[src/assert_macros.svh]
// ----------------------------------------------------------------------------
// assert_macros
// Assertion helpers shared by the RTL files; compiled away under SYNTHESIS.
// ----------------------------------------------------------------------------
`ifndef ASSERT_MACROS_SVH
`define ASSERT_MACROS_SVH
`ifndef SYNTHESIS
`define AST_CHECK(lbl, clk, rst, prop, msg) \
  lbl: assert property (@(posedge clk) disable iff (rst) prop) else $error(msg);
`define AST_NEVER(lbl, clk, rst, cond, msg) \
  lbl: assert property (@(posedge clk) disable iff (rst) !(cond)) else $error(msg);
`else
`define AST_CHECK(lbl, clk, rst, prop, msg)
`define AST_NEVER(lbl, clk, rst, cond, msg)
`endif
`endif

[src/ipv6fmt_pkg.sv]
// ----------------------------------------------------------------------------
// ipv6fmt_pkg
// Types, character codes and command codes of the IPv6 text formatter.
// ----------------------------------------------------------------------------
package ipv6fmt_pkg;

  typedef struct packed {
    logic [63:0] address_high;
    logic [63:0] address_low;
    logic [31:0] zone_id;
  } item_t;

  typedef struct packed {
    logic [6:0] char_code;
    logic       last_char;
  } result_t;

  // Commands from the controller to the datapath.
  typedef enum logic [3:0] {
    OP_NONE, OP_LOAD, OP_SCAN, OP_PFX, OP_BLOAD, OP_BCD, OP_BDIG,
    OP_GRP, OP_HEX, OP_COL2, OP_PCT, OP_FLUSH
  } op_t;

  // Status from the datapath to the controller.
  typedef struct packed {
    logic scan_done;
    logic mapped;
    logic pfx_done;
    logic bcd_done;
    logic dig_last;
    logic byte_last;
    logic compress;
    logic grp_done;
    logic hex_last;
    logic zone_nz;
  } status_t;

  localparam logic [6:0] CH_ZERO    = 7'h30;
  localparam logic [6:0] CH_COLON   = 7'h3a;
  localparam logic [6:0] CH_DOT     = 7'h2e;
  localparam logic [6:0] CH_PERCENT = 7'h25;
  localparam logic [6:0] CH_F       = 7'h66;

  // Characters of the mapped prefix "::ffff:".
  function automatic logic [6:0] pfx_char(input logic [2:0] idx);
    logic [6:0] c;
    c = CH_F;
    if (idx == 3'd0 || idx == 3'd1 || idx == 3'd6) begin
      c = CH_COLON;
    end
    return c;
  endfunction

  // Lowercase hex digit.
  function automatic logic [6:0] hex_char(input logic [3:0] nib);
    logic [6:0] c;
    if (nib < 4'd10) begin
      c = CH_ZERO + {3'b000, nib};
    end else begin
      c = 7'h57 + {3'b000, nib};
    end
    return c;
  endfunction

endpackage

[src/ipv6fmt_ctrl.sv]
// ----------------------------------------------------------------------------
// ipv6fmt_ctrl
// Sequencer of the formatter: walks scan, text and zone phases.
// ----------------------------------------------------------------------------
module ipv6fmt_ctrl (
  input  logic                  clk,
  input  logic                  rst,
  input  logic                  start,
  input  ipv6fmt_pkg::status_t  st,
  output ipv6fmt_pkg::op_t      op,
  output logic                  busy
);

  typedef enum logic [12:0] {
    S_IDLE  = 13'b0000000000001,
    S_SCAN  = 13'b0000000000010,
    S_PFX   = 13'b0000000000100,
    S_BLOAD = 13'b0000000001000,
    S_BCONV = 13'b0000000010000,
    S_BDIG  = 13'b0000000100000,
    S_GRP   = 13'b0000001000000,
    S_HEX   = 13'b0000010000000,
    S_COL2  = 13'b0000100000000,
    S_ZONE  = 13'b0001000000000,
    S_ZCONV = 13'b0010000000000,
    S_ZDIG  = 13'b0100000000000,
    S_FLUSH = 13'b1000000000000
  } state_t;

  state_t state, state_next;

  // State register.
  always_ff @(posedge clk) begin
    if (rst) begin
      state <= S_IDLE;
    end else begin
      state <= state_next;
    end
  end

  // Next state and command decode.
  always_comb begin
    state_next = state;
    op         = ipv6fmt_pkg::OP_NONE;
    unique case (state)
      S_IDLE: begin
        if (start) begin
          op         = ipv6fmt_pkg::OP_LOAD;
          state_next = S_SCAN;
        end
      end
      S_SCAN: begin
        op = ipv6fmt_pkg::OP_SCAN;
        if (st.scan_done) begin
          state_next = st.mapped ? S_PFX : S_GRP;
        end
      end
      S_PFX: begin
        op = ipv6fmt_pkg::OP_PFX;
        if (st.pfx_done) begin
          state_next = S_BLOAD;
        end
      end
      S_BLOAD: begin
        op         = ipv6fmt_pkg::OP_BLOAD;
        state_next = S_BCONV;
      end
      S_BCONV: begin
        op = ipv6fmt_pkg::OP_BCD;
        if (st.bcd_done) begin
          state_next = S_BDIG;
        end
      end
      S_BDIG: begin
        op = ipv6fmt_pkg::OP_BDIG;
        if (st.dig_last) begin
          state_next = st.byte_last ? S_ZONE : S_BLOAD;
        end
      end
      S_GRP: begin
        if (st.grp_done) begin
          state_next = S_ZONE;
        end else begin
          op         = ipv6fmt_pkg::OP_GRP;
          state_next = st.compress ? S_COL2 : S_HEX;
        end
      end
      S_HEX: begin
        op = ipv6fmt_pkg::OP_HEX;
        if (st.hex_last) begin
          state_next = S_GRP;
        end
      end
      S_COL2: begin
        op         = ipv6fmt_pkg::OP_COL2;
        state_next = S_GRP;
      end
      S_ZONE: begin
        if (st.zone_nz) begin
          op         = ipv6fmt_pkg::OP_PCT;
          state_next = S_ZCONV;
        end else begin
          state_next = S_FLUSH;
        end
      end
      S_ZCONV: begin
        op = ipv6fmt_pkg::OP_BCD;
        if (st.bcd_done) begin
          state_next = S_ZDIG;
        end
      end
      S_ZDIG: begin
        op = ipv6fmt_pkg::OP_BDIG;
        if (st.dig_last) begin
          state_next = S_FLUSH;
        end
      end
      S_FLUSH: begin
        op         = ipv6fmt_pkg::OP_FLUSH;
        state_next = S_IDLE;
      end
      default: begin
        state_next = S_IDLE;
      end
    endcase
  end

  assign busy = (state != S_IDLE);

endmodule

[src/ipv6fmt_dp.sv]
// ----------------------------------------------------------------------------
// ipv6fmt_dp
// Datapath: zero-run scan, hex and decimal digit units, output stage.
// ----------------------------------------------------------------------------
module ipv6fmt_dp (
  input  logic                  clk,
  input  logic                  rst,
  input  ipv6fmt_pkg::item_t    item,
  input  ipv6fmt_pkg::op_t      op,
  output ipv6fmt_pkg::status_t  st,
  output logic                  strobe,
  output ipv6fmt_pkg::result_t  result
);

  logic [127:0] addr;
  logic [31:0]  zone;
  logic [3:0]   gi;
  logic [3:0]   cur_len;
  logic [3:0]   best_len;
  logic [2:0]   best_start;
  logic [2:0]   pi;
  logic [1:0]   bi;
  logic [31:0]  bin;
  logic [39:0]  bcd;
  logic [5:0]   bcnt;
  logic [3:0]   di;
  logic         started;
  logic         first;
  logic [1:0]   ni;
  logic [6:0]   pend;
  logic         pend_v;

  logic [15:0]  grp_arr [8];
  logic [7:0]   byte_arr [4];
  logic [3:0]   dig_arr [10];
  logic [39:0]  bcd_adj;
  logic [15:0]  grp;
  logic [7:0]   cur_byte;
  logic [3:0]   dig;
  logic [3:0]   nib;
  logic [1:0]   top_nib;
  logic [3:0]   len_inc;
  logic         emit;
  logic [6:0]   ch;

  // Field views of the stored address and BCD value.
  always_comb begin
    for (int k = 0; k < 8; k++) begin
      grp_arr[k] = addr[127 - 16 * k -: 16];
    end
    for (int k = 0; k < 4; k++) begin
      byte_arr[k] = addr[31 - 8 * k -: 8];
    end
    for (int k = 0; k < 10; k++) begin
      dig_arr[k] = bcd[4 * k +: 4];
      bcd_adj[4 * k +: 4] = (dig_arr[k] >= 4'd5) ? dig_arr[k] + 4'd3 : dig_arr[k];
    end
  end

  assign grp      = grp_arr[gi[2:0]];
  assign cur_byte = byte_arr[bi];
  assign dig      = dig_arr[di];
  assign nib      = grp[4 * ni +: 4];
  assign len_inc  = cur_len + 4'd1;

  // Highest nonzero nibble of the current group; zero groups print one digit.
  always_comb begin
    if (grp[15:12] != 4'd0) begin
      top_nib = 2'd3;
    end else if (grp[11:8] != 4'd0) begin
      top_nib = 2'd2;
    end else if (grp[7:4] != 4'd0) begin
      top_nib = 2'd1;
    end else begin
      top_nib = 2'd0;
    end
  end

  // Status toward the controller.
  always_comb begin
    st.scan_done = (gi[2:0] == 3'd7);
    st.mapped    = (addr[127:48] == 80'd0) && (addr[47:32] == 16'hffff);
    st.pfx_done  = (pi == 3'd6);
    st.bcd_done  = (bcnt == 6'd1);
    st.dig_last  = (di == 4'd0);
    st.byte_last = (bi == 2'd3);
    st.compress  = !gi[3] && (best_len >= 4'd2) && (gi[2:0] == best_start);
    st.grp_done  = gi[3];
    st.hex_last  = (ni == 2'd0);
    st.zone_nz   = (zone != 32'd0);
  end

  // Character produced by the current command.
  always_comb begin
    emit = 1'b0;
    ch   = ipv6fmt_pkg::CH_COLON;
    case (op)
      ipv6fmt_pkg::OP_PFX: begin
        emit = 1'b1;
        ch   = ipv6fmt_pkg::pfx_char(pi);
      end
      ipv6fmt_pkg::OP_BLOAD: begin
        emit = (bi != 2'd0);
        ch   = ipv6fmt_pkg::CH_DOT;
      end
      ipv6fmt_pkg::OP_BDIG: begin
        emit = started || (dig != 4'd0) || (di == 4'd0);
        ch   = ipv6fmt_pkg::CH_ZERO + {3'b000, dig};
      end
      ipv6fmt_pkg::OP_GRP: begin
        emit = st.compress || !first;
      end
      ipv6fmt_pkg::OP_HEX: begin
        emit = 1'b1;
        ch   = ipv6fmt_pkg::hex_char(nib);
      end
      ipv6fmt_pkg::OP_COL2: begin
        emit = 1'b1;
      end
      ipv6fmt_pkg::OP_PCT: begin
        emit = 1'b1;
        ch   = ipv6fmt_pkg::CH_PERCENT;
      end
      default: begin
        emit = 1'b0;
      end
    endcase
  end

  // Working registers, updated per command.
  always_ff @(posedge clk) begin
    case (op)
      ipv6fmt_pkg::OP_LOAD: begin
        addr       <= {item.address_high, item.address_low};
        zone       <= item.zone_id;
        gi         <= 4'd0;
        cur_len    <= 4'd0;
        best_len   <= 4'd0;
        best_start <= 3'd0;
        pi         <= 3'd0;
        bi         <= 2'd0;
        first      <= 1'b1;
      end
      ipv6fmt_pkg::OP_SCAN: begin
        // Strict compare keeps the earliest of equal-length runs.
        if (grp == 16'd0) begin
          cur_len <= len_inc;
          if (len_inc > best_len) begin
            best_len   <= len_inc;
            best_start <= gi[2:0] - cur_len[2:0];
          end
        end else begin
          cur_len <= 4'd0;
        end
        gi <= st.scan_done ? 4'd0 : gi + 4'd1;
      end
      ipv6fmt_pkg::OP_PFX: begin
        pi <= pi + 3'd1;
      end
      ipv6fmt_pkg::OP_BLOAD: begin
        bin     <= {cur_byte, 24'd0};
        bcnt    <= 6'd8;
        bcd     <= 40'd0;
        di      <= 4'd9;
        started <= 1'b0;
      end
      ipv6fmt_pkg::OP_PCT: begin
        bin     <= zone;
        bcnt    <= 6'd32;
        bcd     <= 40'd0;
        di      <= 4'd9;
        started <= 1'b0;
      end
      ipv6fmt_pkg::OP_BCD: begin
        // One double-dabble step: adjust digits, then shift in one bit.
        bcd  <= {bcd_adj[38:0], bin[31]};
        bin  <= {bin[30:0], 1'b0};
        bcnt <= bcnt - 6'd1;
      end
      ipv6fmt_pkg::OP_BDIG: begin
        if (emit) begin
          started <= 1'b1;
        end
        di <= di - 4'd1;
        if (di == 4'd0) begin
          bi <= bi + 2'd1;
        end
      end
      ipv6fmt_pkg::OP_GRP: begin
        ni <= top_nib;
        if (!st.compress) begin
          first <= 1'b0;
        end
      end
      ipv6fmt_pkg::OP_HEX: begin
        ni <= ni - 2'd1;
        if (ni == 2'd0) begin
          gi <= gi + 4'd1;
        end
      end
      ipv6fmt_pkg::OP_COL2: begin
        gi    <= gi + best_len;
        first <= 1'b1;
      end
      default: begin
      end
    endcase
  end

  // Output stage: one character is held back so the last can be flagged.
  always_ff @(posedge clk) begin
    if (rst) begin
      strobe <= 1'b0;
      pend_v <= 1'b0;
    end else begin
      strobe <= 1'b0;
      if (op == ipv6fmt_pkg::OP_LOAD) begin
        pend_v <= 1'b0;
      end else if (op == ipv6fmt_pkg::OP_FLUSH) begin
        strobe <= pend_v;
        pend_v <= 1'b0;
      end else if (emit) begin
        strobe <= pend_v;
        pend_v <= 1'b1;
      end
    end
  end

  always_ff @(posedge clk) begin
    if (op == ipv6fmt_pkg::OP_FLUSH) begin
      result <= '{char_code: pend, last_char: 1'b1};
    end else if (emit) begin
      result <= '{char_code: pend, last_char: 1'b0};
      pend   <= ch;
    end
  end

endmodule

[src/ipv6_address_text_formatter.sv]
// ----------------------------------------------------------------------------
// ipv6_address_text_formatter
// Turns one IPv6 address and zone number into its text, one char at a time.
// ----------------------------------------------------------------------------
// Usage: drive item and raise start; the transfer happens at the clock edge
// where start is high and busy is low. Each character appears on result for
// one cycle with strobe high; last_char marks the final one. The receiver
// cannot stall, so the block never waits on the output side.
// Sequence: the transfer cycle and a zero-run scan over the eight groups,
// then the text. Characters leave one emit behind, so the last one is
// sent in the cycle after a final flush cycle. Each hex group starts with
// a decision state; each decimal number runs the bit-serial BCD converter
// (one step per bit: 8 bits per byte, 32 for the zone) and then walks its
// ten BCD digits; a nonzero zone adds a percent sign and its digits.
// busy falls while the last character is on result, and the next transfer
// can happen at the edge that ends that cycle.
// Reset: synchronous, returns the sequencer to idle and drops strobe.
// ----------------------------------------------------------------------------
`include "assert_macros.svh"

module ipv6_address_text_formatter (
  input  logic                  clk,
  input  logic                  rst,
  input  logic                  start,
  input  ipv6fmt_pkg::item_t    item,
  output logic                  busy,
  output logic                  strobe,
  output ipv6fmt_pkg::result_t  result
);

  ipv6fmt_pkg::op_t     op;
  ipv6fmt_pkg::status_t st;

  // Sequencer.
  ipv6fmt_ctrl u_ctrl (
    .clk   (clk),
    .rst   (rst),
    .start (start),
    .st    (st),
    .op    (op),
    .busy  (busy)
  );

  // Datapath.
  ipv6fmt_dp u_dp (
    .clk    (clk),
    .rst    (rst),
    .item   (item),
    .op     (op),
    .st     (st),
    .strobe (strobe),
    .result (result)
  );

  // The final character ends the job.
  `AST_CHECK(a_last_idle, clk, rst, (strobe && result.last_char) |-> !busy, "busy after last char")
  // An accepted address starts work.
  `AST_CHECK(a_start_busy, clk, rst, (start && !busy) |=> busy, "accept without busy")
  // While idle only a final character may be shown.
  `AST_NEVER(a_idle_strobe, clk, rst, !busy && strobe && !result.last_char, "stray char when idle")

endmodule
[config.mk]
export PLATFORM = sky130hd
export DESIGN_NAME = ipv6_address_text_formatter
export DESIGN_NICKNAME = d
export VERILOG_FILES = /design/src/ipv6fmt_pkg.sv /design/src/ipv6fmt_ctrl.sv /design/src/ipv6fmt_dp.sv /design/src/ipv6_address_text_formatter.sv
export VERILOG_INCLUDE_DIRS = /design/src /design/src/src
export SDC_FILE = /design/constraint.sdc
export NUM_CORES = 1
export LEC_CHECK = 0
export ABC_AREA = 0
export BUFFER_PORTS_ARGS = -buffer_cell sky130_fd_sc_hd__clkbuf_2
export CORE_MARGIN = 4
export CORE_UTILIZATION = 30
export CTS_CLUSTER_DIAMETER = 50
export DETAILED_ROUTE_END_ITERATION = 8
export GPL_ROUTABILITY_DRIVEN = 0
export PLACE_DENSITY = 0.5
export RECOVER_POWER = 100
export SLEW_MARGIN = 20
export SYNTH_ARGS = -nofsm -noshare
export SYNTH_HDL_FRONTEND = slang
export SYNTH_HIERARCHICAL = 1
export SYNTH_SLANG_ARGS = --single-unit
[constraint.sdc]
create_clock -name clk -period 17 [get_ports clk]
set_input_delay 1.7 -clock clk [delete_from_list [all_inputs] [get_ports clk]]
set_output_delay 1.7 -clock clk [all_outputs]
set_load 0.005 [all_outputs]
==> results of run 1 <==
[per-layer routing]
metal	up-vias	part of all wire	wire, um
met3	54	0.056	2030
li1	4359	-	-
met5	-	0.00019	7
met1	4452	0.45	16400
met2	268	0.47	16900
met4	2	0.025	919
[cell type report]
class                      instances  area [um^2]
fill                            4515        29800
sequential                       296         8730
multi-input combinational        634         5110
clock buffer                      51         1080
timing repair buffer             180          821
tap                              607          759
clock inverter                    21          248
inverter                          57          215
[cell usage in the layout (no fill, tap or decap), types with 29 or more instances in the layout]
cell,netlist,final
nand2_1,55,55
nor3_1,28,29
nor2_1,85,83
clkbuf_2,1,107
ha_1,42,42
a21oi_1,51,51
edfxtp_1,280,280
mux4_2,46,46
clkbuf_1,21,79
clkbuf_16,0,42
inv_1,57,56
[report_power, final]
part           leakage [uW]  internal (uW)  switching [uW]
logic               0.00268           81.4             108
clock network      0.000636            517             323
registers           0.00267            867            36.1
total               0.00599           1470             467
[worst paths after layout]
path | startpoint | to | slack (ns) | cells after the start
worst max-delay path | u_ctrl/state[10] | u_dp/addr[113] | 7.96 | 9
worst min-delay path | u_dp/pend_v | u_dp/strobe | 0.44 | 2
worst max register to register | u_ctrl/state[10] | u_dp/addr[113] | 7.96 | 9
worst min register to register | u_dp/pend_v | u_dp/strobe | 0.44 | 2
[stage by stage]
| step | cells | area, um^2 | hold slack [ns] |
|---|---|---|---|
| after floorplan | 1024 | 14300 | 0.410 |
| after global placement | 1774 | 15800 | 0.420 |
| after detailed placement | 1774 | 15800 | 0.440 |
| after CTS | 1846 | 17100 | 0.442 |
| after global routing | 1846 | 17000 | 0.463 |
| final | 1846 | 17000 | 0.439 |
[sequential cells by signal, indices dropped and copies added, names as in the netlist, 3 cells and up]
register	flops
u_dp/pend	7
u_dp/bcd	40
u_dp/addr	128
u_ctrl/state	13
u_dp/result	8
u_dp/bin	32
u_dp/gi	4
u_dp/bcnt	6
u_dp/cur_len	4
u_dp/best_start	3
u_dp/best_len	4
u_dp/pi	3
u_dp/di	4
u_dp/zone	32
[kinds of logic (layout without fill, tap and decap cells)]
logic type | after synthesis | after routing | share of synthesized area
and+or+nand+nor | 320 | 320 | 0.122
DFF | 296 | 296 | 0.612
AOI/OAI and AO/OA | 155 | 155 | 0.0735
buffers and inverters | 94 | 309 | 0.0286
muxes | 73 | 73 | 0.0990
adders and majority gates | 44 | 44 | 0.0397
xor gates and xnor gates | 41 | 41 | 0.0252
other | 1 | 1 | 0.000263
[worst max-delay path, cell delays in order, from the launching register on]
cell	delay (ns)
dfxtp_1	0.38
or3_1	0.49
nor3_1	0.71
nand4b_1	0.23
nand3_1	0.19
or2_0	0.60
nor2_1	0.19
nand2_1	0.19
clkinvlp_2	3.12
clkbuf_1	2.11
==> impl_metrics.env, run 1 <==
export IMPL_drt_pass1_iter_count=5
export IMPL_die_w_um=226
export IMPL_drv_slew=332
export IMPL_ys_top_cells_by_count="edfxtp_1, nor2_1, inv_1"
export IMPL_synth_flop_cell="edfxtp_1"
export IMPL_syn_nets=1231
export IMPL_status="finished, violations left"
export IMPL_clockBufferDepth=3
export IMPL_fin_ws_ns=7.96
export IMPL_fp_dieH_um=226
export IMPL_grt_ovfl_total=0
export IMPL_num_rows=79
export IMPL_finalSetupViolCount=0
export IMPL_wl_per_cell_um=19.6
export IMPL_htreeDepth=2
export IMPL_antenna_found_initial=1
export IMPL_synth_async_reset_ratio=0
export IMPL_dieArea_um2=51100
export IMPL_yosys_warnings=6
export IMPL_crit_type="reg -> reg"
export IMPL_synth_cells=1024
export IMPL_ys_seq_area_frac=0.612
export IMPL_cts_tree="done"
export IMPL_numPortBuffers=172
export IMPL_yosysTopAreaCell="edfxtp_1"
export IMPL_n_antenna_cell=0
export IMPL_p_per_area_nw_per_um2=114
export IMPL_met1_usage=0.191
export IMPL_synth_area_leaders="edfxtp_1, mux4_2, ha_1"
export IMPL_setup_tns_ns=0
export IMPL_clk_latency_ns=0.55
export IMPL_grt_pass1_vias=9149
export IMPL_yosysMostFrequentCell="edfxtp_1"
export IMPL_finalCriticalPeriod_ns=9.04
export IMPL_clock_fmax_mhz=111
export IMPL_period_share=0.532
export IMPL_leakage_uw=0.00599
export IMPL_gr_usage_met2=0.222
export IMPL_max_slew_margin=-2.04
export IMPL_utilization=0.363
export IMPL_cts_resized=0
export IMPL_cp_max_fo=90
export IMPL_hp_class="reg -> reg"
export IMPL_synthesis_area_um2=14300
export IMPL_power_uw=1930
export IMPL_cts_sinks=296
export IMPL_worst_pin_slew_ns=4.56
export IMPL_grt_busiest_layer="met2"
export IMPL_cp_required_ns=16.77
export IMPL_via_per_inst=4.95
export IMPL_postCtsSetupBuffers=0
export IMPL_avgSynthCellArea_um2=13.9
export IMPL_pre_cts_ws_ns=11.97
export IMPL_area_growth_pct=18.9
export IMPL_violations="capacitance limit, slew limit"
export IMPL_finalHoldViolations=0
export IMPL_cp_start_kind="flip-flop"
export IMPL_final_nets=1416
export IMPL_path_clk_slew_ns=0.05
export IMPL_synth_cell_type_count=80
export IMPL_synth_edff_count=280
export IMPL_cp_data_arrival_time_ns=8.81
export IMPL_peakVddDrop_mv=0.0714
export IMPL_grt_pass1_wl_um=54600
export IMPL_rsz0062_at_grt="false"
export IMPL_synth_seq_cells=296
export IMPL_pin_count=173
export IMPL_end_kind="flip-flop"
export IMPL_synth_top_area_share=0.590
export IMPL_drt_iter0_drc=543
export IMPL_drive_above_1_share=0.192
export IMPL_skew_ns=0.0250
export IMPL_vias=9135
export IMPL_drc=0
export IMPL_drv_cap=5
export IMPL_cts_hold_buf=0
export IMPL_detail_route_antenna_nets=0
export IMPL_routed_wl_um=36200
export IMPL_start_util=0.305
export IMPL_grt_max_degree=91
export IMPL_numCtsBuffers=40
export IMPL_use_met3=0.0305
export IMPL_dpl_hpwl_um=26100
export IMPL_cts_root_buf="clkbuf_16"
export IMPL_groute_usage_overall=0.140
export IMPL_core_um2=46800
Note: power is estimated with default switching activity, not from simulation.
==> run 2: changes to the inputs <==
Settings changed: PLACE_DENSITY 0.5 to 0.51.
Clock period 17 ns to 7.4 ns, I/O delays scaled along.
==> run 2 against run 1 <==
The flow still finishes with violations (capacitance limit, slew limit). Worst setup slack got worse by 6.1 ns. Via count stayed put. Maximum frequency is 64% higher. Sequential power increased by 130%. Clock skew increased by 0.0035 ns. Global-route usage increased by 0.23 points. Sequential share of layout area grew 0.11 points. Clock-buffer cell count is 6 lower. First-iteration DRC count increased by 17%. Critical path type unchanged. Critical endpoint is now u_dp/best_len[3].
==> impl_metrics.env, run 2 (same netlist as run 1, synthesis figures left out) <==
export IMPL_dpl_hpwl_um=26200
export IMPL_drive_above_1_share=0.192
export IMPL_hp_class="in -> reg"
export IMPL_cp_cell_sequence="clkbuf_1, mux4_2, mux2i_1, nand4b_1, nor4b_1, nand2_1, o21ai_0"
export IMPL_cts_sinks=296
export IMPL_drt_iter0_drc=635
export IMPL_routed_wl_um=36300
export IMPL_fin_ws_ns=1.88
export IMPL_end_kind="flip-flop"
export IMPL_grt_pass1_vias=9617
export IMPL_numCtsBuffers=39
export IMPL_cp_max_fo=38
export IMPL_skew_ns=0.0284
export IMPL_vias=9135
export IMPL_drv_cap=4
export IMPL_max_slew_margin=-1.07
export IMPL_cp_num_buf_inv=1
export IMPL_clock_fmax_mhz=181
export IMPL_crit_type="reg -> reg"
export IMPL_finalSetupViolCount=0
export IMPL_period_share=0.746
export IMPL_nFillCells=4509
export IMPL_dieArea_um2=51100
export IMPL_violations="capacitance limit, slew limit"
export IMPL_layout_common_cells="edfxtp_1, clkbuf_2, nor2_1, clkbuf_1, inv_1"
export IMPL_pin_count=173
export IMPL_cts_root_buf="clkbuf_16"
export IMPL_r2r_slack_ns=1.88
export IMPL_area_growth_pct=18.7
export IMPL_antenna_found_initial=0
export IMPL_via_per_inst=4.95
export IMPL_grt_max_degree=119
export IMPL_wl_per_cell_um=19.7
export IMPL_clk_latency_ns=0.55
export IMPL_peakVddDrop_mv=0.195
export IMPL_regMostFlops="u_dp/addr"
export IMPL_cp_start_kind="flip-flop"
export IMPL_detail_route_antenna_nets=0
export IMPL_pre_cts_ws_ns=2.79
export IMPL_status="finished, violations left"
export IMPL_reg_top3="u_dp/addr: 128 flops, u_dp/bcd: 40 flops"
export IMPL_slowest_delay_ns=2.18
export IMPL_path_clk_slew_ns=0.05
export IMPL_cts_tree="done"
export IMPL_die_w_um=226
export IMPL_cts_hold_buf=0
export IMPL_slowest_stage="clkbuf_1"
export IMPL_drt_pass1_iter_count=5
export IMPL_worst_pin_slew_ns=3.11
export IMPL_htreeDepth=2
export IMPL_leakage_uw=0.00599
export IMPL_fp_dieH_um=226
export IMPL_start_util=0.305
export IMPL_reg2reg_depth=7
export IMPL_clockBufferDepth=3
export IMPL_groute_usage_overall=0.142
export IMPL_rr_startpoint="u_dp/gi[0]"
export IMPL_n_antenna_cell=0
export IMPL_rsz0062_at_grt="false"
export IMPL_power_uw=4380
export IMPL_hold_ws_ns=0.372
export IMPL_drc=0
export IMPL_p_per_area_nw_per_um2=259
export IMPL_largest_register_ffs=128
export IMPL_cp_endpoint="u_dp/best_len[3]"
export IMPL_startpoint="u_dp/gi[0]"
export IMPL_final_common_cell="edfxtp_1"
export IMPL_cp_data_arrival_time_ns=5.67
export IMPL_cp_depth=7
export IMPL_critical_path_top_delay_family="buffers and inverters"
export IMPL_num_rows=79
export IMPL_final_nets=1414
export IMPL_drv_slew=205
export IMPL_numPortBuffers=172
export IMPL_cts_resized=0
export IMPL_postCtsSetupBuffers=0
export IMPL_setup_tns_ns=0
export IMPL_finalCriticalPeriod_ns=5.52
export IMPL_core_um2=46800
export IMPL_r2r_end="u_dp/best_len[3]"
export IMPL_grt_pass1_wl_um=56400
export IMPL_cp_required_ns=7.55
export IMPL_grt_ovfl_total=0
export IMPL_finalHoldViolations=0
## run 2: cell count changes in the layout (fill, tap and decap cells not counted), sizes merged
| cell | change |
|---|---|
| clkinv | +5 |
| clkbuf | -7 |
| inv | +4 |
| clkinvlp | -4 |
## run 2: area by class of cell
| cell class | count | area, um^2 | area share |
|---|---|---|---|
| Sequential cell | 296 | 8730 | 0.516 |
| Clock buffer | 45 | 1020 | 0.0602 |
| Timing Repair Buffer | 179 | 818 | 0.0483 |
| Inverter | 57 | 221 | 0.0131 |
| Clock inverter | 26 | 274 | 0.0162 |
| Multi-Input combinational cell | 634 | 5110 | 0.302 |
| Tap cell | 607 | 759 | 0.0449 |
## run 2: power by group
| group | internal (uW) | switching [uW] |
|---|---|---|
| Combinational | 190 | 258 |
| Clock | 1140 | 742 |
| Sequential | 1980 | 76.5 |
## run 2: worst min-delay path by stage
stage                start           end  slack [ns]  cells after the start
2_1_floorplan  u_dp/pend_v   u_dp/strobe        0.41                      2
3_3_place_gp   u_dp/pend_v   u_dp/strobe        0.42                      2
3_5_place_dp   u_dp/pend_v   u_dp/strobe        0.43                      2
4_1_cts            item[4]  u_dp/zone[4]        0.34                      1
5_1_grt            item[4]  u_dp/zone[4]        0.35                      1
6_report           item[4]  u_dp/zone[4]        0.37                      1
## run 2: per-stage QoR
| step | util | instance area (um^2) | cells |
|---|---|---|---|
| floorplan | - | 14300 | 1024 |
| global placement | 0.337 | 15800 | 1773 |
| detailed placement | 0.337 | 15800 | 1773 |
| CTS | 0.365 | 17100 | 1844 |
| global route | 0.362 | 16900 | 1844 |
| finish | 0.362 | 16900 | 1844 |
## run 2: per-layer routing
| metal | share of wire | wire length [um] | track usage | up-vias |
|---|---|---|---|---|
| li1 | - | - | - | 4345 |
| met1 | 0.46 | 16500 | 0.192 | 4490 |
| met2 | 0.48 | 17300 | 0.235 | 256 |
| met3 | 0.050 | 1810 | 0.0294 | 44 |
| met4 | 0.020 | 727 | 0.0365 | 0 |
| met5 | 0 | 0 | 0 | - |
==> run 3: changes to the inputs <==
Settings changed: PLACE_DENSITY 0.51 to 0.5.
Clock period 7.4 ns to 5.2 ns, I/O delays scaled along.
==> run 3 against run 2 <==
The flow still finishes with violations (capacitance limit, slew limit). Critical endpoint is now u_dp/best_start[0]. Maximum frequency is 20% higher. Core utilization rose by 0.25 points. Sequential share of layout area is 0.36 points lower. Largest power group unchanged. Highest routed layer is now met5. Clock power is 47% higher. Via count increased by 0.44%.
==> impl_metrics.env, run 3 (same netlist as run 1, synthesis figures left out) <==
export IMPL_finalSetupViolCount=0
export IMPL_setup_tns_ns=0
export IMPL_p_per_area_nw_per_um2=371
export IMPL_grt_ovfl_total=0
export IMPL_dpl_hpwl_um=26400
export IMPL_grt_max_degree=138
export IMPL_numPortBuffers=172
export IMPL_crit_type="reg -> reg"
export IMPL_finalCriticalPeriod_ns=4.60
export IMPL_worst_pin_slew_ns=1.76
export IMPL_cp_start_kind="flip-flop"
export IMPL_leakage_uw=0.00608
export IMPL_clockBufferDepth=3
export IMPL_fin_ws_ns=0.599
export IMPL_area_growth_pct=19.5
export IMPL_groute_usage_overall=0.141
export IMPL_clk_latency_ns=0.56
export IMPL_grt_pass1_wl_um=55700
export IMPL_dpl_cell_area_um2=15800
export IMPL_drt_pass1_iter_count=5
export IMPL_fp_dieH_um=226
export IMPL_clock_fmax_mhz=217
export IMPL_htreeDepth=2
export IMPL_skew_ns=0.0337
export IMPL_num_rows=79
export IMPL_met1_usage=0.197
export IMPL_end_kind="flip-flop"
export IMPL_cts_root_buf="clkbuf_16"
export IMPL_pre_cts_ws_ns=1.10
export IMPL_place_inst=1779
export IMPL_violations="capacitance limit, slew limit"
export IMPL_drive_above_1_share=0.213
export IMPL_hold_ws_ns=0.137
export IMPL_largest_register_ffs=128
export IMPL_cp_required_ns=5.36
export IMPL_drv_slew=35
export IMPL_detail_route_antenna_nets=0
export IMPL_wl_per_cell_um=19.6
export IMPL_reg_top3="u_dp/addr: 128 flops, u_dp/bcd: 40 flops"
export IMPL_cp_max_fo=12
export IMPL_final_nets=1419
export IMPL_antenna_found_initial=3
export IMPL_grt_pass1_vias=9424
export IMPL_routed_wl_um=36200
export IMPL_regMostFlops="u_dp/addr"
export IMPL_cts_hold_buf=0
export IMPL_grt_busiest_layer="met2"
export IMPL_path_clk_slew_ns=0.07
export IMPL_use_met3=0.0305
export IMPL_start_util=0.305
export IMPL_hp_class="in -> reg"
export IMPL_numCtsBuffers=38
export IMPL_gr_usage_met2=0.220
export IMPL_cts_resized=0
export IMPL_fin_area_um2=17000
export IMPL_drt_iter0_drc=643
export IMPL_die_w_um=226
export IMPL_period_share=0.885
export IMPL_postCtsSetupBuffers=0
export IMPL_finalHoldViolations=0
export IMPL_drc=0
export IMPL_cts_tree="done"
export IMPL_drv_cap=1
export IMPL_via_per_inst=4.96
export IMPL_status="finished, violations left"
export IMPL_peakVddDrop_mv=0.242
export IMPL_dieArea_um2=51100
export IMPL_layout_common_cells="edfxtp_1, clkbuf_2, nor2_1, inv_1, nand2_1"
export IMPL_cts_sinks=296
export IMPL_cp_data_arrival_time_ns=4.76
export IMPL_rsz0062_at_grt="false"
export IMPL_final_common_cell="edfxtp_1"
export IMPL_nFillCells=4477
export IMPL_max_slew_margin=-0.175
export IMPL_core_um2=46800
export IMPL_vias=9175
export IMPL_pin_count=173
export IMPL_fin_cells=1849
## run 3: metrics by stage
step                       util  power (uW)
after floorplan               -        3360
after global placement    0.339        3620
after detailed placement  0.339        3630
after CTS                 0.367        6430
after global routing      0.365        6590
final                     0.365        6330
## run 3: final cells by class
cell class,count,area (um^2),share of cell area
tap,607,759,0.0446
clock inverter,28,349,0.0205
timing repair buffer,185,896,0.0526
inverter,57,215,0.0126
clock buffer,41,983,0.0577
multi-input combinational,634,5110,0.300
sequential,296,8730,0.512
antenna,1,2.50,0.000147
## run 3: worst paths after layout
kind              slack (ns)             start                  to  cells past startpoint
setup / recovery        0.60  u_ctrl/state[10]  u_dp/best_start[0]                     13
hold / removal          0.14         item[124]       u_dp/addr[92]                      1
setup reg to reg        0.60  u_ctrl/state[10]  u_dp/best_start[0]                     13
hold reg to reg         0.47       u_dp/pend_v         u_dp/strobe                      2
## run 3: worst max-delay path: stages, from the launching register on
cell and delay (ns):
dfxtp_1 0.38, or3_4 0.45, or2_0 0.33, nor4_1 0.74, a311oi_1 0.15, nand4_1 0.13
buf_4 0.21, inv_1 0.11, nor2_1 0.28, nand2_1 0.09, clkbuf_1 0.25, nor4b_1 0.40
nand2_1 0.18, o21ai_1 0.51
## run 3: report_power, final
group	switching (uW)	internal [uW]	total, uW
logic	344	274	618
clock network	1070	1690	2770
registers	128	2810	2940
total	1540	4780	6330
## run 3: per-layer routing
metal  vias to the layer above  share of wire
met5                         -        0.00075
met3                        59          0.060
met1                      4478           0.46
met4                         4          0.025
met2                       278           0.46
li1                       4356              -
